==> src/hw/rtl/lrq_pkg.sv <==
`timescale 1ns / 1ps

package lrq_pkg;

    // Fixed field widths of the command and reply items
    localparam int ADDR_W  = 48;
    localparam int MODE_W  = 2;
    localparam int REPLY_W = 3;

    // Command codes carried in the mode field
    typedef enum logic [MODE_W-1:0] {
        MODE_PING    = 2'd0,
        MODE_REQUEST = 2'd1,
        MODE_RELEASE = 2'd2,
        MODE_OTHER   = 2'd3
    } t_mode;

    // Reply codes
    typedef enum logic [REPLY_W-1:0] {
        RPL_PONG    = 3'd0,
        RPL_GRANTED = 3'd1,
        RPL_DENIED  = 3'd2,
        RPL_ACK     = 3'd3,
        RPL_ERROR   = 3'd4
    } t_reply;

    // Command sequencer states
    typedef enum logic [1:0] {
        ST_IDLE,
        ST_LOOKUP,
        ST_FETCH,
        ST_ACK
    } t_state;

    // One reply item as held in the output register
    typedef struct packed {
        logic [ADDR_W-1:0] dest_addr;
        t_reply            reply;
        logic              dropped;
        logic              last;
    } t_rsp;

endpackage

==> src/hw/rtl/lrq_cmd_if.sv <==
`timescale 1ns / 1ps

interface lrq_cmd_if;
    logic                        valid;
    logic                        ready;
    logic [lrq_pkg::MODE_W-1:0]  mode;
    logic                        resource;
    logic [lrq_pkg::ADDR_W-1:0]  client_addr;

    modport source (output valid, output mode, output resource, output client_addr,
                    input ready);
    modport sink   (input valid, input mode, input resource, input client_addr,
                    output ready);
endinterface

==> src/hw/rtl/lrq_rsp_if.sv <==
`timescale 1ns / 1ps

interface lrq_rsp_if;
    logic                        valid;
    logic                        ready;
    logic [lrq_pkg::ADDR_W-1:0]  dest_addr;
    logic [lrq_pkg::REPLY_W-1:0] reply;
    logic                        dropped;
    logic                        last;

    modport source (output valid, output dest_addr, output reply, output dropped,
                    output last, input ready);
    modport sink   (input valid, input dest_addr, input reply, input dropped,
                    input last, output ready);
endinterface

==> src/hw/rtl/lrq_ram.sv <==
`timescale 1ns / 1ps

module lrq_ram #(
    parameter int WIDTH = 8,
    parameter int DEPTH = 2
) (
    input  logic                                       i_clk,
    input  logic                                       i_we,
    input  logic [((DEPTH > 1) ? $clog2(DEPTH) : 1)-1:0] i_waddr,
    input  logic [WIDTH-1:0]                           i_wdata,
    input  logic                                       i_re,
    input  logic [((DEPTH > 1) ? $clog2(DEPTH) : 1)-1:0] i_raddr,
    output logic [WIDTH-1:0]                           o_rdata
);

    logic [WIDTH-1:0] r_mem [DEPTH];

    // Write port
    always_ff @(posedge i_clk) begin
        if (i_we) begin
            r_mem[i_waddr] <= i_wdata;
        end
    end

    // Registered read port, data holds between reads
    always_ff @(posedge i_clk) begin
        if (i_re) begin
            o_rdata <= r_mem[i_raddr];
        end
    end

endmodule

==> src/hw/rtl/resource_lock_with_wait_queue_core.sv <==
`timescale 1ns / 1ps

// Channel   Modport  Payload                                Direction
// i_cmd     sink     mode, resource, client_addr            command items in
// o_rsp     source   dest_addr, reply, dropped, last        reply items out
//
// A command that yields one reply passes through IDLE and LOOKUP; a release that
// hands the lock to a waiter goes on through FETCH, where the wait-memory read
// lands and the grant is loaded, then ACK. New commands are taken only in IDLE.
// The per-resource lock record is read once per command and written back at most
// once, in LOOKUP; the record memory read is registered and used in LOOKUP.
// Reset clears the record valid flags at once; an unwritten record reads as a
// free lock with an empty queue. No clearing pass is needed.
// A full output register holds the sequencer until o_rsp.ready frees it.

module resource_lock_with_wait_queue_core #(
    parameter int NUM_RESOURCES = 2,
    parameter int QUEUE_DEPTH   = 16
) (
    input  logic i_clk,
    input  logic i_rst_n,
    lrq_cmd_if.sink   i_cmd,
    lrq_rsp_if.source o_rsp
);

    localparam int RES_W  = (NUM_RESOURCES > 1) ? $clog2(NUM_RESOURCES) : 1;
    localparam int PTR_W  = $clog2(QUEUE_DEPTH);
    localparam int CNT_W  = $clog2(QUEUE_DEPTH + 1);
    localparam int WDEPTH = NUM_RESOURCES * QUEUE_DEPTH;
    localparam int WA_W   = $clog2(WDEPTH);

    typedef struct packed {
        logic             held;
        logic [PTR_W-1:0] head;
        logic [PTR_W-1:0] tail;
        logic [CNT_W-1:0] count;
    } t_ctl;

    localparam int CTL_W = $bits(t_ctl);

    lrq_pkg::t_state r_state, n_state;

    logic [lrq_pkg::MODE_W-1:0] r_mode;
    logic                       r_res;
    logic [lrq_pkg::ADDR_W-1:0] r_client;
    logic [NUM_RESOURCES-1:0]   r_ctl_vld;
    logic                       r_rd_vld;
    lrq_pkg::t_rsp              r_out, n_out;
    logic                       r_out_valid;

    logic                       w_accept;
    logic                       w_load;
    logic                       w_load_ok;
    logic [RES_W-1:0]           w_res_idx;
    logic [RES_W-1:0]           w_in_idx;
    logic [CTL_W-1:0]           w_ctl_rdata;
    t_ctl                       w_ctl;
    t_ctl                       w_ctl_next;
    logic                       w_ctl_we;
    logic [WA_W-1:0]            w_base;
    logic                       w_wait_we;
    logic                       w_wait_re;
    logic [WA_W-1:0]            w_wait_addr;
    logic [lrq_pkg::ADDR_W-1:0] w_wait_rdata;
    logic                       w_is_err;

    assign w_accept  = i_cmd.valid && i_cmd.ready;
    assign w_in_idx  = RES_W'(i_cmd.resource);
    assign w_res_idx = RES_W'(r_res);
    assign w_load_ok = !r_out_valid || o_rsp.ready;
    assign w_base    = WA_W'(w_res_idx) * WA_W'(QUEUE_DEPTH);
    assign w_ctl     = r_rd_vld ? t_ctl'(w_ctl_rdata) : '0;
    assign w_is_err  = (r_mode == lrq_pkg::MODE_OTHER) || (int'(r_res) >= NUM_RESOURCES);

    // Per-resource lock record: held flag, ring pointers, waiter count
    lrq_ram #(
        .WIDTH (CTL_W),
        .DEPTH (NUM_RESOURCES)
    ) u_ctl_ram (
        .i_clk   (i_clk),
        .i_we    (w_ctl_we),
        .i_waddr (w_res_idx),
        .i_wdata (CTL_W'(w_ctl_next)),
        .i_re    (w_accept),
        .i_raddr (w_in_idx),
        .o_rdata (w_ctl_rdata)
    );

    // Waiter rings, one block of QUEUE_DEPTH entries per resource
    lrq_ram #(
        .WIDTH (lrq_pkg::ADDR_W),
        .DEPTH (WDEPTH)
    ) u_wait_ram (
        .i_clk   (i_clk),
        .i_we    (w_wait_we),
        .i_waddr (w_wait_addr),
        .i_wdata (r_client),
        .i_re    (w_wait_re),
        .i_raddr (w_wait_addr),
        .o_rdata (w_wait_rdata)
    );

    // Advance the state, track record validity and the output valid flag
    always_ff @(posedge i_clk) begin
        if (!i_rst_n) begin
            r_state     <= lrq_pkg::ST_IDLE;
            r_ctl_vld   <= '0;
            r_rd_vld    <= 1'b0;
            r_out_valid <= 1'b0;
        end else begin
            r_state <= n_state;
            if (w_accept) begin
                r_rd_vld <= r_ctl_vld[w_in_idx];
            end
            if (w_ctl_we) begin
                r_ctl_vld[w_res_idx] <= 1'b1;
            end
            if (w_load) begin
                r_out_valid <= 1'b1;
            end else if (o_rsp.ready) begin
                r_out_valid <= 1'b0;
            end
        end
    end

    // Payload registers
    always_ff @(posedge i_clk) begin
        if (w_accept) begin
            r_mode   <= i_cmd.mode;
            r_res    <= i_cmd.resource;
            r_client <= i_cmd.client_addr;
        end
        if (w_load) begin
            r_out <= n_out;
        end
    end

    // Sequencer: decide, update the record, queue or dequeue, emit replies
    always_comb begin
        n_state     = r_state;
        n_out       = '0;
        n_out.reply = lrq_pkg::RPL_PONG;
        w_load      = 1'b0;
        w_ctl_next  = w_ctl;
        w_ctl_we    = 1'b0;
        w_wait_we   = 1'b0;
        w_wait_re   = 1'b0;
        w_wait_addr = w_base + WA_W'(w_ctl.tail);
        i_cmd.ready = 1'b0;

        unique case (r_state)
            lrq_pkg::ST_IDLE: begin
                i_cmd.ready = 1'b1;
                if (w_accept) begin
                    n_state = lrq_pkg::ST_LOOKUP;
                end
            end
            lrq_pkg::ST_LOOKUP: begin
                if (w_load_ok) begin
                    n_out.dest_addr = r_client;
                    n_out.last      = 1'b1;
                    n_state         = lrq_pkg::ST_IDLE;
                    w_load          = 1'b1;
                    priority if (r_mode == lrq_pkg::MODE_PING) begin
                        n_out.reply = lrq_pkg::RPL_PONG;
                    end else if (w_is_err) begin
                        n_out.reply = lrq_pkg::RPL_ERROR;
                    end else if (r_mode == lrq_pkg::MODE_REQUEST) begin
                        priority if (!w_ctl.held) begin
                            w_ctl_next.held = 1'b1;
                            w_ctl_we        = 1'b1;
                            n_out.reply     = lrq_pkg::RPL_GRANTED;
                        end else if (w_ctl.count == CNT_W'(QUEUE_DEPTH)) begin
                            n_out.reply   = lrq_pkg::RPL_DENIED;
                            n_out.dropped = 1'b1;
                        end else begin
                            // enqueue at tail
                            w_wait_we        = 1'b1;
                            w_ctl_next.tail  = (w_ctl.tail == PTR_W'(QUEUE_DEPTH - 1)) ?
                                               '0 : w_ctl.tail + 1'b1;
                            w_ctl_next.count = w_ctl.count + 1'b1;
                            w_ctl_we         = 1'b1;
                            n_out.reply      = lrq_pkg::RPL_DENIED;
                        end
                    end else if (w_ctl.count == '0) begin
                        // release with no waiters frees the lock
                        w_ctl_next.held = 1'b0;
                        w_ctl_we        = 1'b1;
                        n_out.reply     = lrq_pkg::RPL_ACK;
                    end else begin
                        // release with waiters: dequeue head, grant from ST_FETCH
                        w_load           = 1'b0;
                        w_wait_re        = 1'b1;
                        w_wait_addr      = w_base + WA_W'(w_ctl.head);
                        w_ctl_next.head  = (w_ctl.head == PTR_W'(QUEUE_DEPTH - 1)) ?
                                           '0 : w_ctl.head + 1'b1;
                        w_ctl_next.count = w_ctl.count - 1'b1;
                        w_ctl_we         = 1'b1;
                        n_state          = lrq_pkg::ST_FETCH;
                    end
                end
            end
            lrq_pkg::ST_FETCH: begin
                // grant to the oldest waiter
                if (w_load_ok) begin
                    n_out.dest_addr = w_wait_rdata;
                    n_out.reply     = lrq_pkg::RPL_GRANTED;
                    n_out.last      = 1'b0;
                    w_load          = 1'b1;
                    n_state         = lrq_pkg::ST_ACK;
                end
            end
            lrq_pkg::ST_ACK: begin
                // acknowledge the releaser
                if (w_load_ok) begin
                    n_out.dest_addr = r_client;
                    n_out.reply     = lrq_pkg::RPL_ACK;
                    n_out.last      = 1'b1;
                    w_load          = 1'b1;
                    n_state         = lrq_pkg::ST_IDLE;
                end
            end
            default: begin
                n_state = lrq_pkg::ST_IDLE;
            end
        endcase
    end

    // Drive the reply channel
    assign o_rsp.valid     = r_out_valid;
    assign o_rsp.dest_addr = r_out.dest_addr;
    assign o_rsp.reply     = r_out.reply;
    assign o_rsp.dropped   = r_out.dropped;
    assign o_rsp.last      = r_out.last;

    // Waiter count never passes the ring size
    a_count_bound: assert property (@(posedge i_clk) disable iff (!i_rst_n)
        w_ctl_we |-> (w_ctl_next.count <= CNT_W'(QUEUE_DEPTH)))
        else $error("waiter count overflow");

    // A ring is never written and read in the same cycle
    a_wait_excl: assert property (@(posedge i_clk) disable iff (!i_rst_n)
        !(w_wait_we && w_wait_re))
        else $error("wait memory read and write collide");

    // Fetch is entered only from lookup
    a_fetch_entry: assert property (@(posedge i_clk) disable iff (!i_rst_n)
        (r_state == lrq_pkg::ST_FETCH) |->
            ($past(r_state) == lrq_pkg::ST_LOOKUP || $past(r_state) == lrq_pkg::ST_FETCH))
        else $error("fetch state entered out of order");

    // Handover grant sits in the output register when the ACK step begins
    a_grant_first: assert property (@(posedge i_clk) disable iff (!i_rst_n)
        (r_state == lrq_pkg::ST_ACK && $past(r_state) == lrq_pkg::ST_FETCH) |->
            (r_out_valid && r_out.reply == lrq_pkg::RPL_GRANTED && !r_out.last))
        else $error("handover grant missing");

    // Only the handover grant is a non-final reply
    a_last_flag: assert property (@(posedge i_clk) disable iff (!i_rst_n)
        (r_out_valid && !r_out.last) |-> (r_out.reply == lrq_pkg::RPL_GRANTED))
        else $error("non-final reply is not a grant");

endmodule
==> src/flat_wrapper.sv <==
// flat-port wrapper written by rule: the top's interface ports become plain ports
module resource_lock_with_wait_queue_core_flat 
#(
    parameter int NUM_RESOURCES = 2,
    parameter int QUEUE_DEPTH   = 16
)
  (i_clk, i_rst_n, i_cmd_valid, i_cmd_mode, i_cmd_resource, i_cmd_client_addr, i_cmd_ready, o_rsp_valid, o_rsp_dest_addr, o_rsp_reply, o_rsp_dropped, o_rsp_last, o_rsp_ready);
  lrq_cmd_if i_cmd_i ();
  lrq_rsp_if o_rsp_i ();
  input  logic i_clk;
  input  logic i_rst_n;
  input wire logic [$bits(i_cmd_i.valid)-1:0] i_cmd_valid;
  input wire logic [$bits(i_cmd_i.mode)-1:0] i_cmd_mode;
  input wire logic [$bits(i_cmd_i.resource)-1:0] i_cmd_resource;
  input wire logic [$bits(i_cmd_i.client_addr)-1:0] i_cmd_client_addr;
  output wire logic [$bits(i_cmd_i.ready)-1:0] i_cmd_ready;
  output wire logic [$bits(o_rsp_i.valid)-1:0] o_rsp_valid;
  output wire logic [$bits(o_rsp_i.dest_addr)-1:0] o_rsp_dest_addr;
  output wire logic [$bits(o_rsp_i.reply)-1:0] o_rsp_reply;
  output wire logic [$bits(o_rsp_i.dropped)-1:0] o_rsp_dropped;
  output wire logic [$bits(o_rsp_i.last)-1:0] o_rsp_last;
  input wire logic [$bits(o_rsp_i.ready)-1:0] o_rsp_ready;
  assign i_cmd_i.valid = i_cmd_valid;
  assign i_cmd_i.mode = i_cmd_mode;
  assign i_cmd_i.resource = i_cmd_resource;
  assign i_cmd_i.client_addr = i_cmd_client_addr;
  assign i_cmd_ready = i_cmd_i.ready;
  assign o_rsp_valid = o_rsp_i.valid;
  assign o_rsp_dest_addr = o_rsp_i.dest_addr;
  assign o_rsp_reply = o_rsp_i.reply;
  assign o_rsp_dropped = o_rsp_i.dropped;
  assign o_rsp_last = o_rsp_i.last;
  assign o_rsp_i.ready = o_rsp_ready;
  resource_lock_with_wait_queue_core #(.NUM_RESOURCES(NUM_RESOURCES), .QUEUE_DEPTH(QUEUE_DEPTH)) u_core (.i_clk(i_clk), .i_rst_n(i_rst_n), .i_cmd(i_cmd_i), .o_rsp(o_rsp_i));
endmodule
==> config.mk <==
export PLATFORM = sky130hd
export DESIGN_NAME = resource_lock_with_wait_queue_core_flat
export DESIGN_NICKNAME = d
export VERILOG_FILES = /design/src/hw/rtl/lrq_pkg.sv /design/src/hw/rtl/lrq_cmd_if.sv /design/src/hw/rtl/lrq_rsp_if.sv /design/src/hw/rtl/lrq_ram.sv /design/src/hw/rtl/resource_lock_with_wait_queue_core.sv /design/src/flat_wrapper.sv
export SDC_FILE = /design/constraint.sdc
export NUM_CORES = 1
export LEC_CHECK = 0
export ABC_AREA = 1
export BUFFER_PORTS_ARGS = -buffer_cell sky130_fd_sc_hd__buf_2
export CAP_MARGIN = 20
export CELL_PAD_IN_SITES_DETAIL_PLACEMENT = 1
export CELL_PAD_IN_SITES_GLOBAL_PLACEMENT = 1
export CORE_MARGIN = 2
export CORE_UTILIZATION = 45
export CTS_CLUSTER_DIAMETER = 100
export DETAILED_ROUTE_END_ITERATION = 12
export PLACE_DENSITY = 0.71
export SYNTH_ARGS = -nofsm -noshare
export SYNTH_HDL_FRONTEND = slang
export SYNTH_SLANG_ARGS = --single-unit
==> constraint.sdc <==
create_clock -name i_clk -period 6.25 [get_ports i_clk]
set_input_delay 0.625 -clock i_clk [delete_from_list [all_inputs] [get_ports i_clk]]
set_output_delay 0.625 -clock i_clk [all_outputs]
set_load 0.02 [all_outputs]
# Word-level counts from Yosys, hierarchy flattened

Memories as Yosys holds them, arrays and structs flattened. A register that Yosys moved wholly into a read port is not among the register bits.
Index checks and enable logic that the tools add are counted.

Register bits after elaboration: 110
Logic and storage cells: 133
Memories: 2
Input bits: 55
Output and inout bits: 55
Memory bits (writable): 1564

Bitwise operators: 5
Order comparisons: 3
$add $sub $neg: 6
Muxes and demuxes: 83
Reductions and logical operators: 11
Equality and inequality tests: 12

Memories:

| name                    | depth | bits a word | read ports | clocked after Yosys merged registers in | write ports | line          | RTL |
|---|---|---|---|---|---|---|---|
| u_core.u_wait_ram.r_mem | 32    | 48          | 1          | 1                                       | 1           | lrq_ram.sv:16 | `logic [WIDTH-1:0] r_mem [DEPTH];` |
| u_core.u_ctl_ram.r_mem  | 2     | 14          | 1          | 1                                       | 1           | lrq_ram.sv:16 |  |

Operators with widths:

| cell                                                                          | number |
|---|---|
| 51-bit case mux with 3 select lines                                           | 1 |
| 51-bit 2-to-1 mux                                                             | 2 |
| 14-bit 2-to-1 mux                                                             | 5 |
| 53-bit 2-to-1 mux                                                             | 1 |
| 1-bit 2-to-1 mux                                                              | 42 |
| 5-bit 2-to-1 mux                                                              | 8 |
| 2-bit 2-to-1 mux                                                              | 10 |
| 4-bit 2-to-1 mux                                                              | 5 |
| 9-bit 2-to-1 mux                                                              | 2 |
| 5-bit by 4-bit adder with 5-bit output                                        | 2 |
| 3-bit 2-to-1 mux                                                              | 3 |
| 4-bit by 1-bit adder with 4-bit output (second input constant)                | 2 |
| 4-bit == test (second input constant)                                         | 2 |
| 2-bit case mux with 4 select lines                                            | 1 |
| 2-bit == test (second input constant)                                         | 3 |
| 2-bit by 1-bit != test with 1-bit output (second input constant)              | 3 |
| 6-bit OR reduction                                                            | 1 |
| 5-bit by 1-bit adder with 5-bit output (second input constant)                | 1 |
| 5-bit == test (second input constant)                                         | 1 |
| 5-bit zero test                                                               | 1 |
| 5-bit by 1-bit subtractor with 5-bit output (second input constant)           | 1 |
| 2-bit by 1-bit == test with 1-bit output (second input constant)              | 2 |
| 2-bit zero test                                                               | 2 |
| 1-bit by 2-bit less-than comparator with 1-bit output (second input constant) | 2 |
| other kinds (12)                                                              | 17 |

# Logic depth before layout (Yosys ltp)

Gate-level depths: netlist of the first run.

Depth after elaboration: 11
Mapped depth: 19
Depth with buffers taken out: 16

# Cells and area by module

Synthesis of the first run repeated with hierarchy kept, for this count alone.

Cell total of the unflattened synthesis: 5839
Area total of the unflattened synthesis: 69833.2 um2

Modules (own cells, without submodules):

| module                             | area each (um2) | sequential area each (um2) | times used | cells an instance |
|---|---|---|---|---|
| lrq_ram (u_core.u_wait_ram)        | 63449.6         | 47565.6                    | 1          | 5279 |
| resource_lock_with_wait_queue_core | 4927.2          | 3243.1                     | 1          | 469 |
| lrq_ram (u_core.u_ctl_ram)         | 1456.4          | 1261.2                     | 1          | 91 |

# Worst setup path before layout of the first run

OpenSTA, ideal clock, no wires.

Path type: flip-flop to flip-flop
Start point: register u_core.r_rd_vld
End point: memory u_core.u_wait_ram.r_mem[28][0] in the netlist's numbering, enable pin
Data arrival time: 5.064 ns
Clock period less this slack: 5.518 ns
Data required time: 5.795 ns
Library setup time: 0.455 ns
Buffers on the path: 3
Cell stages (with the launch flop): 15
Slack: 0.732 ns
Path through: dfxtp_1 > buf_2 > nand2_1 > ha_1 > nand4_1 > nand2_1 > nor2_4 > nand2_1 > o21ai_2 > inv_2 > nor3_2 > buf_4 > buf_6 > inv_2 > nor2_1

Cells in the longest elaborated chain, start to end: 11
Elaborated cells between the ends (all ways): 20
Classes of those cells: 2 x add/sub; 1 x eq/ne; 16 x mux; 1 x reduce/logical

RTL lines:

| what                                   | line                                      | RTL |
|---|---|---|
| start: declaration                     | resource_lock_with_wait_queue_core.sv:47  | `logic r_rd_vld;` |
| start signal: assignment               | resource_lock_with_wait_queue_core.sv:113 | `r_rd_vld <= r_ctl_vld[w_in_idx];` |
| 14-bit 2-to-1 mux *                    | resource_lock_with_wait_queue_core.sv:72  | `assign w_ctl = r_rd_vld ? t_ctl'(w_ctl_rdata) : '0;` |
| 5-bit == test                          | resource_lock_with_wait_queue_core.sv:173 | `end else if (w_ctl.count == CNT_W'(QUEUE_DEPTH)) begin` |
| 1-bit 2-to-1 mux                       | resource_lock_with_wait_queue_core.sv:173 |  |
| 1-bit 2-to-1 mux                       | resource_lock_with_wait_queue_core.sv:169 | `priority if (!w_ctl.held) begin` |
| 1-bit 2-to-1 mux                       | resource_lock_with_wait_queue_core.sv:168 | `end else if (r_mode == lrq_pkg::MODE_REQUEST) begin` |
| 1-bit 2-to-1 mux                       | resource_lock_with_wait_queue_core.sv:166 | `end else if (w_is_err) begin` |
| 1-bit 2-to-1 mux                       | resource_lock_with_wait_queue_core.sv:164 | `priority if (r_mode == lrq_pkg::MODE_PING) begin` |
| 1-bit 2-to-1 mux                       | resource_lock_with_wait_queue_core.sv:159 | `if (w_load_ok) begin` |
| 1-bit 2-to-1 mux                       | resource_lock_with_wait_queue_core.sv:151 | `unique case (r_state)` |
| 1-bit 2-to-1 mux                       | lrq_ram.sv:20                             | `if (i_we) begin` |
| 1-bit 2-to-1 mux (implied by the code) | lrq_ram.sv:21                             | `r_mem[i_waddr] <= i_wdata;` |
| end: declaration                       | lrq_ram.sv:16                             |  |

Every way passes the cells marked *; elsewhere a longest branch is shown, timed or not.

# Worst setup path after layout of the first run

Start point: register u_core.r_rd_vld
End point: register u_core.u_wait_ram.o_rdata[8], read port of u_core.u_wait_ram.r_mem, data pin

Cells in the longest elaborated chain, start to end: 8
Elaborated cells between the ends (all ways): 16
Classes of those cells: 2 x add/sub; 13 x mux; 1 x reduce/logical

RTL lines:

| what                                                                 | line                                      | RTL |
|---|---|---|
| 14-bit 2-to-1 mux *                                                  | resource_lock_with_wait_queue_core.sv:72  |  |
| 5-bit by 4-bit adder with 5-bit output, or another cell as far along | resource_lock_with_wait_queue_core.sv:194 | `w_wait_addr = w_base + WA_W'(w_ctl.head);` |
| 5-bit 2-to-1 mux / 1-bit 2-to-1 mux (equally long branches)          | resource_lock_with_wait_queue_core.sv:185 | `end else if (w_ctl.count == '0) begin` |
| 5-bit 2-to-1 mux / 1-bit 2-to-1 mux (equally long branches)          | resource_lock_with_wait_queue_core.sv:168 |  |
| 5-bit 2-to-1 mux / 1-bit 2-to-1 mux (equally long branches)          | resource_lock_with_wait_queue_core.sv:166 |  |
| 5-bit 2-to-1 mux / 1-bit 2-to-1 mux (equally long branches)          | resource_lock_with_wait_queue_core.sv:164 |  |
| 5-bit 2-to-1 mux / 1-bit 2-to-1 mux (equally long branches)          | resource_lock_with_wait_queue_core.sv:159 |  |
| 5-bit 2-to-1 mux / 1-bit 2-to-1 mux (equally long branches)          | resource_lock_with_wait_queue_core.sv:151 |  |
| end: declaration                                                     | lrq_ram.sv:13                             | `output logic [WIDTH-1:0] o_rdata` |

Marks and branches as above.
A chain may end at the register's enable or synchronous reset.

==> Flow_metrics.wiki, run 1 <==
{| class="wikitable"
! Metric !! Value
|-
| Worst hold-check path type || in2reg
|-
| Final number of max-transition violations || 0
|-
| Antenna violations before repair || 1
|-
| Final setup violation count || 0
|-
| Count of mapped cells out of synthesis || 6687
|-
| Power share of the clock group || 0.411
|-
| Starting utilization of the core area || 0.452
|-
| Antenna cell count || 0
|-
| Sum of net half-perimeters after detailed placement || 114000 um
|-
| Gates resized, CTS repair || 0
|-
| Slew margin rel. || 0.208
|-
| Die H || 405 um
|-
| Inserted Clock Buffers || 184
|-
| Fraction of registers with async set or reset after synthesis || 0
|-
| Highest attainable clock frequency || 0.221 GHz
|-
| Routed met1 length || 97700 um
|-
| TritonCTS Sinks || 1736
|-
| Switching power as a share of total power || 0.245
|-
| Number of different library cells in the post-synthesis netlist || 39
|-
| Finished Cell Area || 82600 um^2
|-
| Number of logic stages on the critical path including buffering || 15
|-
| WL met2 || 111000 um
|-
| Sum of routed wire length over all layers || 229000 um
|-
| Maxcap violations || 0
|-
| Total number of placement rows || 147
|-
| Routed length on met3 || 13000 um
|-
| Sequential group share of total power || 0.505
|-
| Switching power total || 0.00641 W
|-
| Capture instance of the worst register-to-register path || u_core.u_wait_ram.o_rdata[8]$_DFFE_PP_
|-
| Top sig layer || met4
|-
| Worst setup path class || reg2reg
|-
| Number of levels the H-tree was split into || 4
|-
| Number of setup buffers added after CTS || 0
|-
| Remaining Overflow, GRT || 0
|-
| Capture endpoint of the worst hold path || u_core.r_client[36]$_DFFE_PP_
|-
| Stage delay of the slowest cell on the critical path || 680 ps
|-
| IO buf count || 109
|-
| Min Hold Slack || 39.1 ps
|-
| Area added between synthesis and finish || 14.1%
|-
| Post-place setup slack || 1820 ps
|-
| Family with the most delay on the worst path || simple AND/OR/NAND/NOR gates
|-
| Internal || 0.0198 W
|-
| Number of cells on the worst hold path || 1
|-
| Worst endpoint required time || 6790 ps
|-
| Cell Area, Synth || 72400 um^2
|-
| Hold_buf cts || 47
|-
| Clock tree from TritonCTS || done
|-
| Area fraction in compound gates after synthesis || 0.00634
|-
| Dominant combinational cell family by area after synthesis || simple AND/OR/NAND/NOR gates
|-
| Core area || 160000 um^2
|-
| CP Buf/Inv Count || 1
|-
| R2r worst-path depth || 15
|-
| Final Critical Period || 4530 ps
|-
| Arrival time worst endpoint || 5070 ps
|-
| Leading register cell type out of synthesis || sky130_fd_sc_hd__edfxtp_1
|-
| Post-synthesis adder-cell area fraction || 0.00138
|-
| Post-route setup TNS || 0 ps
|-
| DRT antenna net count || 0
|-
| Critical path cell sequence || nand2_1, ha_1, nand4_1, nand3_4, nand2_8, nand2_4, buf_4, nand2_1, nand2_1, nand2_1, nand2_1, nand2_1, nand2_1, nor2_1, nand2_1
|-
| Source of the critical timing path || u_core.r_rd_vld$_SDFFE_PN0P_
|-
| Die boundary width || 405 um
|-
| Total via count after detailed routing || 50731
|-
| Clk pin slew, worst setup/hold paths || 60 ps
|-
| Io pins || 110
|-
| Final Hold Fails || 0
|-
| Routed wirelength normalized by instance count || 25.1 um
|-
| Source-to-sink clock delay at the later pin of the worst-skew pair || 830 ps
|-
| Overall global routing resource usage || 0.279
|-
| DRC Markers || 0
|-
| Slack of the worst reg-to-reg path || 1720 ps
|-
| Power Density || 317 nW/um^2
|-
| Final GP Congestion || 0.789
|-
| Synthesized-area fraction occupied by xor and xnor cells || 0.000726
|-
| Pin count of the biggest net entering global routing || 181
|-
| Hold Startpoint || i_cmd_client_addr[36]
|-
| First-pass detailed-route iteration total || 5
|-
| Peak supply drop || 0.306 mV
|-
| Start of the worst register-to-register path || u_core.r_rd_vld$_SDFFE_PN0P_
|-
| Max stage delay cell, worst path || sky130_fd_sc_hd__dfxtp_1
|-
| Leakage component of the power || 32.8 nW
|-
| Layout cell share with drive strength beyond 1 || 0.0852
|-
| Unrepaired setup endpoints after global routing || false
|-
| Mux share of post-synthesis cell area || 0.00218
|-
| 1st-iter DRT viols || 5165
|-
| Overall Power || 0.0262 W
|-
| Final setup skew || 24.7 ps
|-
| Largest buffer count on any clock path || 3
|-
| CTS Root Cell || sky130_fd_sc_hd__clkbuf_16
|-
| Via count of the first global-routing pass || 52451
|-
| Element type at the critical path end || flop
|-
| Outcome || complete, no violations
|-
| Slew at the pin closest to its max-slew limit || 1190 ps
|-
| Portion of the post-synthesis area used by sequential elements || 0.719
|-
| Final worst-path setup slack || 1720 ps
|-
| Number of flops mapped to enable cells by yosys || 1730
|-
| Via density || 5.57
|-
| Dominant cell type by count on the critical path || sky130_fd_sc_hd__nand2_1
|-
| Critical path startpoint category || flop
|-
| Syn Area/Cell || 10.8 um^2
|-
| DP Area || 75600 um^2
|-
| Syn Nets || 6750
|-
| Nets || 6853
|-
| Register bit count reported by yosys || 1736
|-
| Global-route wire length before repair || 338000 um
|-
| Full die area || 164000 um^2
|-
| Area share of and/or/nand/nor cells after synthesis || 0.241
|-
| Portion of total power attributed to combinational logic || 0.084
|-
| Crit-path max FO || 84
|-
| Share of the clock period used by the worst path after layout || 0.724
|-
| Number of synthesis warnings || 0
|}
layer usage:
metal,up-vias,global-route usage
met4,0,0.0907
li1,22686,-
met5,-,0
met2,1666,0.474
met1,25995,0.372
met3,384,0.0348
state kept, by name, summed over array words and instances (netlist names), 2 cells and up, named ones only:
name / flops
u_core.u_wait_ram.r_mem: 1536
u_core.r_mode: 2
u_core.u_wait_ram.o_rdata: 48
u_core.o_rsp.reply: 3
u_core.u_ctl_ram.r_mem: 28
u_core.r_client: 48
u_core.o_rsp.dest_addr: 48
u_core.u_ctl_ram.o_rdata: 14
u_core.r_ctl_vld: 2
power by group through the flow:
stage               Clock (W)  Sequential (W)  Combinational, W
global placement            0          0.0136           0.00190
detailed placement          0          0.0136           0.00197
global route           0.0113          0.0132           0.00243
floorplan                   0          0.0135           0.00120
finish                 0.0108          0.0132           0.00220
CTS                    0.0109          0.0133           0.00201
metrics by stage:
stage / cells / utilization
after floorplan: 6687 / -
after global placement: 8684 / 0.471
after detailed placement: 8688 / 0.472
after CTS: 9078 / 0.511
after global routing: 9107 / 0.516
final: 9107 / 0.516
worst max path at each step:
stage,to,slack (ps)
global placement,u_core.u_wait_ram.r_mem[3][20]$_DFFE_PP_,2020
finish,u_core.u_wait_ram.o_rdata[8]$_DFFE_PP_,1720
detailed placement,u_core.u_wait_ram.o_rdata[8]$_DFFE_PP_,1820
CTS,u_core.u_wait_ram.r_mem[17][11]$_DFFE_PP_,1780
floorplan,u_core.u_wait_ram.r_mem[28][0]$_DFFE_PP_,730
global route,u_core.u_wait_ram.o_rdata[8]$_DFFE_PP_,1570
cell usage after synthesis, types with 3 or more instances:
master,instances,share of area
sky130_fd_sc_hd__a21oi_1,7,0.00048
sky130_fd_sc_hd__buf_1,19,0.00099
sky130_fd_sc_hd__buf_2,176,0.012
sky130_fd_sc_hd__buf_4,9,0.00093
sky130_fd_sc_hd__buf_6,5,0.00078
sky130_fd_sc_hd__clkbuf_1,183,0.0095
sky130_fd_sc_hd__dfxtp_1,6,0.0017
sky130_fd_sc_hd__edfxtp_1,1730,0.72
sky130_fd_sc_hd__ha_1,8,0.0014
sky130_fd_sc_hd__inv_1,85,0.0044
sky130_fd_sc_hd__inv_2,11,0.00057
sky130_fd_sc_hd__mux2_2,14,0.0022
sky130_fd_sc_hd__nand2_1,3402,0.18
sky130_fd_sc_hd__nand2_2,4,0.00035
sky130_fd_sc_hd__nand3_1,777,0.054
sky130_fd_sc_hd__nand4_1,5,0.00043
sky130_fd_sc_hd__nor2_1,147,0.0076
sky130_fd_sc_hd__nor2_2,3,0.00026
sky130_fd_sc_hd__nor3_1,3,0.00021
sky130_fd_sc_hd__nor3_2,4,0.00055
sky130_fd_sc_hd__o21ai_0,62,0.0043
sky130_fd_sc_hd__xor2_1,4,0.00048
area by class of cell:
class	count	area (um^2)
Fill cell	16949	77600
Sequential cell	1736	52100
Multi-Input combinational cell	4462	18500
Clock buffer	243	4920
Timing Repair Buffer	309	3090
Tap cell	2160	2700
Clock inverter	100	923
Inverter	97	377
cells by family after synthesis:
family,count (synthesis)
multiplexers,14
AO/OA/AOI/OAI,83
XOR/XNOR,6
buffers and inverters,489
AND/OR/NAND/NOR,4351
adder cells (fa/ha/maj),8
flip-flops,1736
layout by cell type (no fill, tap or decap), drive strengths merged, types with 2 or more instances in the layout:
cell type    Yosys  layout
o21a             2       2
ha               8       8
nor3             7       7
nand4            6       6
dlygate4sd3      0      47
o21ai           64      64
o41ai            2       2
xnor2            2       2
a21oi            7       7
dfxtp            6       6
clkinvlp         0       2
o31ai            2       2
clkinv           1      79
nor2           153     153
bufinv           0      13
nand3          778     778
clkbuf         183     243
edfxtp        1730    1730
xor2             4       4
buf            209     262
inv             96     103
nand2         3406    3406
mux2            14      14
Note: power is estimated with default switching activity, not from simulation.
==> run 2: changes to the inputs <==
PLACE_DENSITY = 0.73   (was 0.71)
clock period = 3.8 ns   (was 6.25 ns; I/O delays follow)
==> run 2 against run 1 <==
Critical path depth decreased by 1. Die area unchanged. Final cell count increased by 0.53%. Register-to-register slack got worse by 1500 ps. Sequential share of layout area decreased by 0.80 points. Global-route usage increased by 0.28 points. Clock skew increased by 0.77 ps.
==> Flow_metrics.wiki, run 2 (synthesis gave the netlist of run 1 again) <==
{| class="wikitable"
! Metric !! Value
|-
| TritonCTS Sinks || 1736
|-
| Final setup skew || 25.5 ps
|-
| Full die area || 164000 um^2
|-
| Critical path startpoint category || flop
|-
| Inserted Clock Buffers || 182
|-
| Cell count after placement || 8747
|-
| Outcome || complete, no violations
|-
| 1st-iter DRT viols || 5137
|-
| Commonest cells after routing, fill and taps aside || sky130_fd_sc_hd__nand2_1, sky130_fd_sc_hd__edfxtp_1, sky130_fd_sc_hd__nand3_1
|-
| Number of setup buffers added after CTS || 0
|-
| Post-place setup slack || 328 ps
|-
| Final non-filler cell total || 9155
|-
| Final worst-path setup slack || 271 ps
|-
| Final setup violation count || 0
|-
| Leakage component of the power || 33.2 nW
|-
| Remaining Overflow, GRT || 0
|-
| Die H || 405 um
|-
| Clock tree from TritonCTS || done
|-
| Io pins || 110
|-
| Slew at the pin closest to its max-slew limit || 1130 ps
|-
| Overall global routing resource usage || 0.282
|-
| Portion of total power attributed to combinational logic || 0.088
|-
| WL met2 || 111000 um
|-
| Min Hold Slack || 42.9 ps
|-
| Number of levels the H-tree was split into || 4
|-
| Layout cell share with drive strength beyond 1 || 0.0942
|-
| Clk pin slew, worst setup/hold paths || 60 ps
|-
| DRT antenna net count || 0
|-
| Source-to-sink clock delay at the later pin of the worst-skew pair || 840 ps
|-
| Via density || 5.60
|-
| Worst hold-check path type || in2reg
|-
| Element type at the critical path end || flop
|-
| IO buf count || 109
|-
| Final Hold Fails || 0
|-
| Final number of max-transition violations || 0
|-
| Antenna cell count || 0
|-
| Slew margin rel. || 0.245
|-
| Starting utilization of the core area || 0.452
|-
| Slack of the worst reg-to-reg path || 270 ps
|-
| Pin count of the biggest net entering global routing || 161
|-
| Capture instance of the worst register-to-register path || u_core.u_wait_ram.r_mem[6][29]$_DFFE_PP_
|-
| Internal || 0.0324 W
|-
| R2r worst-path depth || 14
|-
| Global-route wire length before repair || 343000 um
|-
| Highest attainable clock frequency || 0.283 GHz
|-
| CTS Root Cell || sky130_fd_sc_hd__clkbuf_16
|-
| Final GP Congestion || 0.813
|-
| Share of the clock period used by the worst path after layout || 0.929
|-
| Top sig layer || met4
|-
| Power Density || 513 nW/um^2
|-
| Peak supply drop || 0.443 mV
|-
| Commonest non-fill, non-tap cell in the layout || sky130_fd_sc_hd__nand2_1
|-
| Area added between synthesis and finish || 15.6%
|-
| Total number of placement rows || 147
|-
| Antenna violations before repair || 1
|-
| Capture endpoint of the worst hold path || u_core.r_res$_DFFE_PP_
|-
| Switching power total || 0.0105 W
|-
| Die boundary width || 405 um
|-
| Worst setup path class || reg2reg
|-
| Nets || 6913
|-
| Sum of routed wire length over all layers || 231000 um
|-
| Crit-path max FO || 11
|-
| Via count of the first global-routing pass || 53866
|-
| Worst endpoint required time || 4320 ps
|-
| Routed met1 length || 96600 um
|-
| Number of cells on the worst hold path || 1
|-
| Start of the worst register-to-register path || u_core.r_mode[0]$_DFFE_PP_
|-
| Routed length on met3 || 15300 um
|-
| DRC Markers || 0
|-
| Overall Power || 0.0429 W
|-
| First-pass detailed-route iteration total || 5
|-
| Power share of the clock group || 0.405
|-
| Final core utilization || 0.522
|-
| Unrepaired setup endpoints after global routing || false
|-
| Sequential group share of total power || 0.507
|-
| Sum of net half-perimeters after detailed placement || 120000 um
|-
| Largest buffer count on any clock path || 3
|-
| Arrival time worst endpoint || 4050 ps
|-
| Routed wirelength normalized by instance count || 25.2 um
|-
| Biggest register || u_core.u_wait_ram.r_mem
|-
| Total via count after detailed routing || 51250
|-
| Hold Startpoint || i_cmd_resource
|-
| Flip-flop count of the largest register, all copies and words added || 1536
|-
| Maxcap violations || 0
|-
| Final Critical Period || 3530 ps
|-
| Core area || 160000 um^2
|-
| Switching power as a share of total power || 0.244
|}
==> run 2: cell count changes in the layout (fill, tap and decap cells not counted), moves of 4 or more <==
cell and delta:
sky130_fd_sc_hd__dlygate4sd3_1 +6, sky130_fd_sc_hd__buf_12 +61, sky130_fd_sc_hd__clkinv_2 +7, sky130_fd_sc_hd__buf_16 -4, sky130_fd_sc_hd__clkbuf_1 -7, sky130_fd_sc_hd__clkinv_1 -7
sky130_fd_sc_hd__nand2_1 -5
==> run 2: critical path: stages (launching register included) <==
cell	delay, ps
sky130_fd_sc_hd__edfxtp_1	440
sky130_fd_sc_hd__inv_1	80
sky130_fd_sc_hd__ha_2	190
sky130_fd_sc_hd__nor2_4	170
sky130_fd_sc_hd__inv_4	80
sky130_fd_sc_hd__nor2_8	180
sky130_fd_sc_hd__inv_4	90
sky130_fd_sc_hd__nor2_4	220
sky130_fd_sc_hd__nand2_2	120
sky130_fd_sc_hd__o21ai_4	190
sky130_fd_sc_hd__inv_2	200
sky130_fd_sc_hd__nor2_4	210
sky130_fd_sc_hd__clkinvlp_4	230
sky130_fd_sc_hd__nor2_4	560
sky130_fd_sc_hd__buf_12	250
==> run 2: power groups by stage <==
stage                     registers, W  clock network, W  logic, W
final                           0.0217            0.0174   0.00378
after global routing            0.0218            0.0183   0.00416
after CTS                       0.0219            0.0176   0.00350
after detailed placement        0.0223                 0   0.00342
after global placement          0.0223                 0   0.00328
after floorplan                 0.0222                 0   0.00201
==> run 2: what timing repair did <==
| item | 4_1_cts | 5_1_grt |
|---|---|---|
| gates resized for setup | 0 | 1 |
| endpoints found under the setup margin | 0 | 1 |
| hold endpoints to repair | 56 | 0 |
| hold buffers | 53 | 0 |
==> run 2: stage by stage <==
stage,cell area [um^2],setup TNS (ps)
after floorplan,72700,-223940
after global placement,76800,0
after detailed placement,76800,0
after CTS,83000,0
after global routing,83700,0
final,83700,0
==> run 2: metal layers <==
layer,up-vias,GRT usage
li1,22816,-
met5,-,0
met1,26170,0.375
met2,1814,0.467
met4,0,0.101
met3,450,0.0448
==> run 2: final cells by class <==
cell class | instances | area [um^2]
clock buffer | 234 | 4880
clock inverter | 95 | 807
fill | 16850 | 76500
inverter | 97 | 388
multi-input combinational | 4462 | 18600
sequential | 1736 | 52100
tap | 2160 | 2700
timing repair buffer | 371 | 4250
==> run 2: how the worst max path moves through the flow <==
stage,startpoint,to,slack [ps],cells past startpoint
2_1_floorplan,u_core.r_rd_vld$_SDFFE_PN0P_,u_core.u_wait_ram.r_mem[4][0]$_DFFE_PP_,-210,14
3_3_place_gp,u_core.r_mode[1]$_DFFE_PP_,u_core.u_wait_ram.r_mem[6][42]$_DFFE_PP_,470,11
3_5_place_dp,u_core.r_mode[1]$_DFFE_PP_,u_core.u_wait_ram.r_mem[15][35]$_DFFE_PP_,330,11
4_1_cts,u_core.r_mode[1]$_DFFE_PP_,u_core.u_wait_ram.o_rdata[46]$_DFFE_PP_,290,17
5_1_grt,u_core.r_mode[1]$_DFFE_PP_,u_core.u_wait_ram.o_rdata[46]$_DFFE_PP_,110,17
6_report,u_core.r_mode[0]$_DFFE_PP_,u_core.u_wait_ram.r_mem[6][29]$_DFFE_PP_,270,14
